File: src/design/pcd_pkg.sv
// Shared constants, types and helpers for the pairwise component distance block.
package pcd_pkg;

  localparam int MAX_COMPONENTS = 64;
  localparam int COUNT_GRANULE  = 16;
  localparam int IDX_W          = $clog2(MAX_COMPONENTS);
  localparam int CNT_W          = $clog2(MAX_COMPONENTS + 1);
  localparam int CFG_W          = 7;
  localparam int DATA_W         = 32;
  localparam int FRAC_W         = 16;
  localparam int PROD_W         = 2 * DATA_W;
  localparam int SHPROD_W       = PROD_W - FRAC_W;
  localparam int SUM_W          = SHPROD_W + 1;
  localparam int FLAT_W         = 12;

  localparam logic [CFG_W-1:0] CFG_RESET = CFG_W'(64);

  typedef logic signed [DATA_W-1:0] q16_t;
  typedef logic [IDX_W-1:0]         idx_t;
  typedef logic [CNT_W-1:0]         cnt_t;
  typedef logic [FLAT_W-1:0]        flat_t;

  localparam q16_t Q_MAX = {1'b0, {(DATA_W-1){1'b1}}};
  localparam q16_t Q_MIN = {1'b1, {(DATA_W-1){1'b0}}};

  typedef struct packed {
    q16_t mu;
    q16_t cov;
    q16_t g;
  } comp_t;

  typedef struct packed {
    idx_t  row;
    idx_t  col;
    flat_t flat;
    logic  last;
  } tag_t;

  // controller -> datapath
  typedef struct packed {
    logic load;
    idx_t wr_addr;
    logic issue;
    tag_t tag;
  } pcd_cmd_t;

  // datapath -> controller
  typedef struct packed {
    logic adv;
    logic rd_busy;
  } pcd_sts_t;

  typedef enum logic [1:0] {
    ST_IDLE = 2'b01,
    ST_RUN  = 2'b10
  } pcd_state_t;

  function automatic q16_t sat_q16(input logic signed [SUM_W-1:0] v);
    q16_t r;
    if ((&v[SUM_W-1:DATA_W-1]) || !(|v[SUM_W-1:DATA_W-1])) begin
      r = v[DATA_W-1:0];
    end else if (v[SUM_W-1]) begin
      r = Q_MIN;
    end else begin
      r = Q_MAX;
    end
    return r;
  endfunction

endpackage

File: src/design/pcd_ctrl.sv
// Controller: set count, item acceptance and pair issue sequencing.
module pcd_ctrl (
  input  logic                     clk,
  input  logic                     rst_n,
  input  logic                     in_valid,
  input  logic                     in_kind,
  output logic                     in_ready,
  input  logic                     cfg_we,
  input  logic [pcd_pkg::CFG_W-1:0] cfg_wdata,
  input  pcd_pkg::pcd_sts_t        sts,
  output pcd_pkg::pcd_cmd_t        cmd
);
  import pcd_pkg::*;

  pcd_state_t        state_r, state_nxt;
  logic [CFG_W-1:0]  cfg_r;
  cnt_t              seen_r, seen_nxt;
  idx_t              row_r, row_nxt;
  idx_t              col_r, col_nxt;
  flat_t             base_r, base_nxt;
  cnt_t              cnt_min;
  cnt_t              usable;
  logic [2*CNT_W-1:0] tri_prod;
  logic              accept;
  logic              take;
  logic              last_pair;

  always_comb begin
    cnt_min  = (CNT_W'(cfg_r) > CNT_W'(MAX_COMPONENTS)) ? CNT_W'(MAX_COMPONENTS)
                                                        : CNT_W'(cfg_r);
    usable   = CNT_W'((cnt_min / COUNT_GRANULE) * COUNT_GRANULE);
    in_ready = (state_r == ST_IDLE) && !sts.rd_busy;
    accept   = in_valid && in_ready;
    take     = accept && !in_kind && (seen_r < usable);
    tri_prod = (2*CNT_W)'(seen_r) * ((2*CNT_W)'(seen_r) + 1'b1);
    last_pair = (col_r == idx_t'(row_r - 1'b1));

    cmd.load     = take;
    cmd.wr_addr  = seen_r[IDX_W-1:0];
    cmd.issue    = (state_r == ST_RUN) && sts.adv;
    cmd.tag.row  = row_r;
    cmd.tag.col  = col_r;
    cmd.tag.flat = base_r + FLAT_W'(col_r);
    cmd.tag.last = last_pair;
  end

  always_comb begin
    state_nxt = state_r;
    seen_nxt  = seen_r;
    row_nxt   = row_r;
    col_nxt   = col_r;
    base_nxt  = base_r;
    case (state_r)
      ST_IDLE: begin
        if (accept && in_kind) begin
          seen_nxt = '0;
        end else if (take) begin
          seen_nxt = seen_r + 1'b1;
          row_nxt  = seen_r[IDX_W-1:0];
          col_nxt  = '0;
          base_nxt = FLAT_W'(tri_prod >> 1);
          // the first component of a set has nothing to pair with
          if (seen_r != '0) begin
            state_nxt = ST_RUN;
          end
        end
      end
      ST_RUN: begin
        if (sts.adv) begin
          if (last_pair) begin
            state_nxt = ST_IDLE;
          end else begin
            col_nxt = col_r + 1'b1;
          end
        end
      end
      default: begin
        state_nxt = ST_IDLE;
      end
    endcase
  end

  always_ff @(posedge clk) begin
    if (!rst_n) begin
      state_r <= ST_IDLE;
      seen_r  <= '0;
      cfg_r   <= CFG_RESET;
    end else begin
      state_r <= state_nxt;
      seen_r  <= seen_nxt;
      if (cfg_we) begin
        cfg_r <= cfg_wdata;
      end
    end
  end

  always_ff @(posedge clk) begin
    row_r  <= row_nxt;
    col_r  <= col_nxt;
    base_r <= base_nxt;
  end

endmodule

File: config.mk
export PLATFORM = sky130hd
export DESIGN_NAME = pcd_ctrl
export DESIGN_NICKNAME = d
export VERILOG_FILES = /design/src/design/pcd_pkg.sv /design/src/design/pcd_ctrl.sv
export SDC_FILE = /design/constraint.sdc
export NUM_CORES = 1
export LEC_CHECK = 0
export ABC_AREA = 1
export BUFFER_PORTS_ARGS = -buffer_cell sky130_fd_sc_hd__clkbuf_2
export CAP_MARGIN = 0
export CELL_PAD_IN_SITES_DETAIL_PLACEMENT = 1
export CELL_PAD_IN_SITES_GLOBAL_PLACEMENT = 1
export CORE_MARGIN = 1.5
export CORE_UTILIZATION = 40
export CTS_CLUSTER_DIAMETER = 60
export CTS_CLUSTER_SIZE = 14
export DETAILED_ROUTE_END_ITERATION = 16
export PLACE_DENSITY_LB_ADDON = 0.3
export SLEW_MARGIN = 20
export SYNTH_ARGS = -nofsm -noshare
export SYNTH_HDL_FRONTEND = slang
export SYNTH_SLANG_ARGS = --single-unit
File: constraint.sdc
create_clock -name clk -period 4.61 [get_ports clk]
set_input_delay 0.922 -clock clk [delete_from_list [all_inputs] [get_ports clk]]
set_output_delay 0.922 -clock clk [all_outputs]
set_load 0.05 [all_outputs]
# Word-level counts from Yosys, hierarchy flattened
# Cells that the tools add are included.
# W data, S select, Z words.
# totals
out_inout_bits,34
latch_bits,0
rom_bits,0
reg_bits,40
ramBits,0
wordCells,53
mem_count,0
in_bits,14
# op_classes
bitwise_logic,1
n_addsub,5
n_mux,14
n_eq_ne,9
order_cmp,2
reduce_logical,15
mul,1
shift,0
div,0
# ops
op,n
$mux W6,4
$mux W7,3
$mul A7 B8 Y13,1
$add A12 B6 Y12,1
$pmux W6 S2,1
$mux W2,5
$ne A2 B2 Y1 const B,5
$reduce_and A5 Y1,2
$add A7 B1 Y8 const B,1
$add A7 B1 Y7 const B,1
$gt A7 B7 Y1 const B,1
$lt A7 B7 Y1,1
$reduce_bool A7 Y1,1
$add A6 B1 Y6 const B,1
$eq A6 B6 Y1,1
$logic_and A1 B1 Y1,6
$sub A6 B1 Y6 const B,1
$pmux W2 S2,1
$reduce_bool A2 Y1,2
$reduce_and A3 Y1,1
$eq A2 B1 Y1 const B,1
$eq A2 B2 Y1 const B,1
$logic_not A1 Y1,2
$ne A2 B1 Y1 const B,1
2 further kinds,2

# Depth between registers and ports, before layout
# logic_depth
word_depth,8
ltp_mapped,21
ltp_nobuf,21

# Worst setup path before layout
# Ideal clock, no wire load.
# synth_path
kind,register to register
from,register seen_r[0]
to,register base_r[10] (data pin)
t_required_ns,4.351
arrival_time_ns,4.366
setup_time_ns,0.259
stages_incl_launch_ff,17
n_path_buf,0
slack_ns,-0.014
path_cell_list,dfxtp_1 clkinv_1 ha_1 nand2_1 fa_1 fa_1 inv_1 fa_1 inv_1 fa_1 inv_1 ha_1 nand2_1 nor2_1 o31ai_1 nand4_1 xor2_1
# synth_between
elab_chain_cells,2
# synth_lines
element,line_no,rtl
from (decl),pcd_ctrl.sv:17,"cnt_t seen_r, seen_nxt;"
from (signal assigned),pcd_ctrl.sv:90,seen_r <= seen_nxt;
$add A7 B1 Y8,pcd_ctrl.sv:35,tri_prod = (2*CNT_W)'(seen_r) * ((2*CNT_W)'(seen_r) + 1'b1);
$mul A7 B8 Y13 (*),pcd_ctrl.sv:35,
via tri_prod[11],pcd_ctrl.sv:23,logic [2*CNT_W-1:0] tri_prod;
to (signal assigned),pcd_ctrl.sv:100,base_r <= base_nxt;
to (decl),pcd_ctrl.sv:20,"flat_t base_r, base_nxt;"
# Mark *: on every way through the listed nets, which the timed path passes. The rest lies on a longest branch.
# A chain may end at the register's enable or synchronous reset.

# Worst setup path after layout
# layout_path
from,register seen_r[1]
to,register base_r[11] (data pin)
# The elaborated chain is that of the path after synthesis.

==> out/metrics.csv <==
stage,metric,value,unit
clock_network,CTS Buf Count,5,
setup_path,Worst Setup Path Type,reg2reg,
setup_path,Crit-path slowest cell,fa_1,
power_and_ir_drop,sw frac,39.5,%
floorplan,DIE AREA,10300,um2
placed_design,Post-DP HPWL,8290,um
timing,RSZ-0062 raised after global routing,no,
placed_design,final RePlAce weighted congestion,0.983,
drt,starting DRC count in detailed routing,82,
global_route,vias in the first global route,3503,
clock_network,clk buf depth,2,
setup_path,CP Capture Type,flip-flop,
power_and_ir_drop,Logic pwr share,33.1,%
worst_hold_path,min-delay src,cfg_r[1]$_SDFFE_PN0P_,
clock_network,hold buffers post-CTS,0,
status,status,finished clean,
setup_path,worst r2r dst,base_r[11]$_DFFE_PP_,
setup_path,CP arrival,4.47,ns
synthesis,synth warn,0,
synthesis,prevailing post-synth register cell,edfxtp_1,
synthesis,Post-Synthesis Cells,471,
setup_path,largest stage delay on the critical path,0.52,ns
global_route,Tot GR Track Use,21.0,%
power_and_ir_drop,internal power,0.630,mW
global_route,largest net degree at the start of global routing,19,
timing,fin crit period,4.41,ns
layout,# diodes,0,
setup_path,Register-to-Register Path Depth,18,
power_and_ir_drop,Peak supply drop,0.144,mV
power_and_ir_drop,Cell Pwr Density,226,nW/um2
setup_path,Most Frequent Cell on Critical Path,fa_1,
floorplan,CORE AREA,9280,um2
placed_design,Post-DP Area,4360,um2
synthesis,synth unique cells,31,
power_and_ir_drop,net switching power,0.412,mW
layout,layout cell share with drive strength beyond 1,20.2,%
global_route,remaining global-route overflow,0,
power_and_ir_drop,sequential fraction of design power,41.2,%
setup_path,WP data required,4.67,ns
timing,Rel. slew slack,52.3,%
timing,maximum clock rate,0.227,GHz
synthesis,syn_area_per_cell,8.20,um2
run,max-cap violation count,0,
setup_path,crit path launch type,flip-flop,
worst_hold_path,WHS Endpoint,cfg_r[1]$_SDFFE_PN0P_,
floorplan,Initial Util,41.6,%
synthesis,Post-synth EDFFs,24,
global_route,initial antenna violation count,0,
placed_design,I/O Buffers,47,
synthesis,Netlist Area Pre-Place,3860,um2
floorplan,I/O pin count,48,
setup_path,Worst R2R Start,seen_r[1]$_SDFFE_PN0P_,
layout,Final #Nets,626,
drt,Final ANT Viol Nets,0,
drt,# DRC,0,
layout,design area,4610,um2
worst_hold_path,hold path depth,2,
timing,Least-Margin Pin Slew,0.715,ns
drt,Pre-Repair DR Iteration Count,5,
drt,final wirelength,10100,um
clock_network,latest clock arrival within the worst-skew pair,0.30,ns
power_and_ir_drop,Final Total Pwr,1.04,mW
setup_path,critical path peak fanout,5,
floorplan,Die Span X,101,um
clock_network,clk sinks,40,
drt,vias per cell,4.92,
timing,Clock Skew,0.00779,ns
timing,Fin. Hold Viols,0,
power_and_ir_drop,clock network power share,25.7,%
synthesis,asr flop ratio synth,0,%
power_and_ir_drop,Static Leak,2.36,nW
clock_network,# H-tree levels,2,
drt,DR WL/cell,15.1,um
drt,DR vias,3291,
floorplan,Die H,101,um
timing,Final setup viols,0,
clock_network,CTS root buf,clkbuf_8,
synthesis,Synth Register Bits,40,
clock_network,CTS tree,done,
timing,final hold slack,0.515,ns
synthesis,register area share after synthesis,27.0,%
timing,Max Slew Vio Count,0,
timing,Final period util,95.7,%
clock_network,"CTS clk-pin slew, worst paths",0.08,ns
synthesis,Mapped Nets,558,
worst_hold_path,type of the most critical hold path,reg2reg,
setup_path,worst path cell trace,"buf_6, nand3_2, inv_2, nand2_4, ha_4, buf_4, nor2_2, fa_1, fa_1, fa_1, ha_1, ha_1, inv_2, o21bai_1, a221oi_1, nand3_1, nand3_1, nand2_1",
global_route,first-pass GRT wire length,16800,um
layout,final core area utilization,49.6,%
floorplan,site row count,35,
setup_path,Reg2Reg Setup Slack,0.20,ns
layout,Layout area overhead,19.3,%
==> repair_timing <==
action | CTS | global route
pin swaps | 0 | 9
cloned | 0 | 0
endpoints found under the hold margin | 0 | 0
setup endpoints to repair | 6 | 6
buffers inserted | 0 | 1
gates resized for setup | 6 | 19
==> critical path: cells and delay by family, from the launching register on <==
family | cells | cell delay (ns)
buf+inv | 4 | 0.45
flops | 1 | 0.37
simple gates | 6 | 0.60
compound gates | 2 | 0.36
fa+ha+maj | 6 | 2.39
==> final cells by class <==
cell class	instances	area, um2
Clock buffer	7	97.6
Clock inverter	1	5.00
Fill cell	1163	4680
Inverter	85	348
Multi-Input combinational cell	338	2540
Sequential cell	40	1050
Tap cell	129	161
Timing Repair Buffer	69	404
==> cell usage after synthesis, types with 3 or more instances <==
master / count / area share (%)
dfxtp_1: 16 / 8.3
nand3_1: 19 / 2.5
ha_1: 44 / 14
inv_1: 78 / 7.6
buf_4: 8 / 1.6
nor3_1: 8 / 1.0
a21oi_1: 22 / 2.9
nor2_1: 67 / 6.5
nand2_1: 87 / 8.5
xor2_1: 13 / 2.9
xnor2_1: 12 / 2.7
o21ai_1: 3 / 0.39
nand4_1: 6 / 0.97
fa_1: 29 / 15
edfxtp_1: 24 / 19
o21ai_0: 12 / 1.6
inv_2: 4 / 0.39
==> kinds of logic after synthesis <==
family	synth area share [%]
flip-flops	27.0
XOR/XNOR	5.67
AND/OR/NAND/NOR	21.2
buffers and inverters	10.5
AO/OA/AOI/OAI	6.32
adder cells (fa/ha/maj)	29.3
==> power groups by stage <==
stage / combinational (mW) / sequential (mW) / clock, mW
floorplan: 0.228 / 0.470 / 0
global placement: 0.338 / 0.437 / 0
detailed placement: 0.346 / 0.439 / 0
CTS: 0.347 / 0.431 / 0.273
global route: 0.379 / 0.433 / 0.286
finish: 0.345 / 0.429 / 0.268
==> state kept, by name, summed over array words and instances, names as in the netlist <==
| register | count |
|---|---|
| state_r | 2 |
| cfg_r | 7 |
| base_r | 12 |
| col_r | 6 |
| row_r | 6 |
| seen_r | 7 |
==> through the flow <==
step           setup TNS, ns  instances  worst slack, ns
5_1_grt                    0        669          0.00719
3_3_place_gp               0        660           0.0889
3_5_place_dp         -0.0672        660          -0.0393
4_1_cts                    0        668           0.0415
2_1_floorplan              0        471           0.0756
6_report                   0        669            0.196
==> how the worst max path moves through the flow <==
stage	from	depth (start not counted)	slack, ns	end
floorplan	seen_r[1]$_SDFFE_PN0P_	18	0.08	base_r[10]$_DFFE_PP_
CTS	seen_r[0]$_SDFFE_PN0P_	17	0.04	base_r[10]$_DFFE_PP_
finish	seen_r[1]$_SDFFE_PN0P_	18	0.20	base_r[11]$_DFFE_PP_
global placement	seen_r[1]$_SDFFE_PN0P_	18	0.09	base_r[10]$_DFFE_PP_
global route	seen_r[1]$_SDFFE_PN0P_	20	0.007	base_r[9]$_DFFE_PP_
detailed placement	seen_r[1]$_SDFFE_PN0P_	18	-0.04	base_r[10]$_DFFE_PP_
==> per-layer routing <==
| metal | global-route usage [%] | wire [um] | vias up | share of wire, % |
|---|---|---|---|---|
| met5 | 0 | 0 | - | 0 |
| met4 | 5.66 | 145 | 0 | 1.4 |
| met3 | 2.42 | 291 | 16 | 2.9 |
| met2 | 38.8 | 5170 | 62 | 51 |
| met1 | 26.0 | 4480 | 1590 | 44 |
| li1 | - | - | 1623 | - |
==> placed cells by master, fill, tap and decap left out, types with 7 or more instances in the layout <==
cell type	Yosys	final
a21oi_1	22	19
buf_4	8	21
clkbuf_2	0	47
dfxtp_1	16	13
edfxtp_1	24	24
fa_1	29	29
ha_1	44	35
ha_4	0	8
inv_1	78	76
nand2_1	87	86
nand3_1	19	19
nor2_1	67	65
nor3_1	8	7
o21ai_0	12	12
xnor2_1	12	12
xor2_1	13	13
Note: power is estimated with default switching activity, not from simulation.
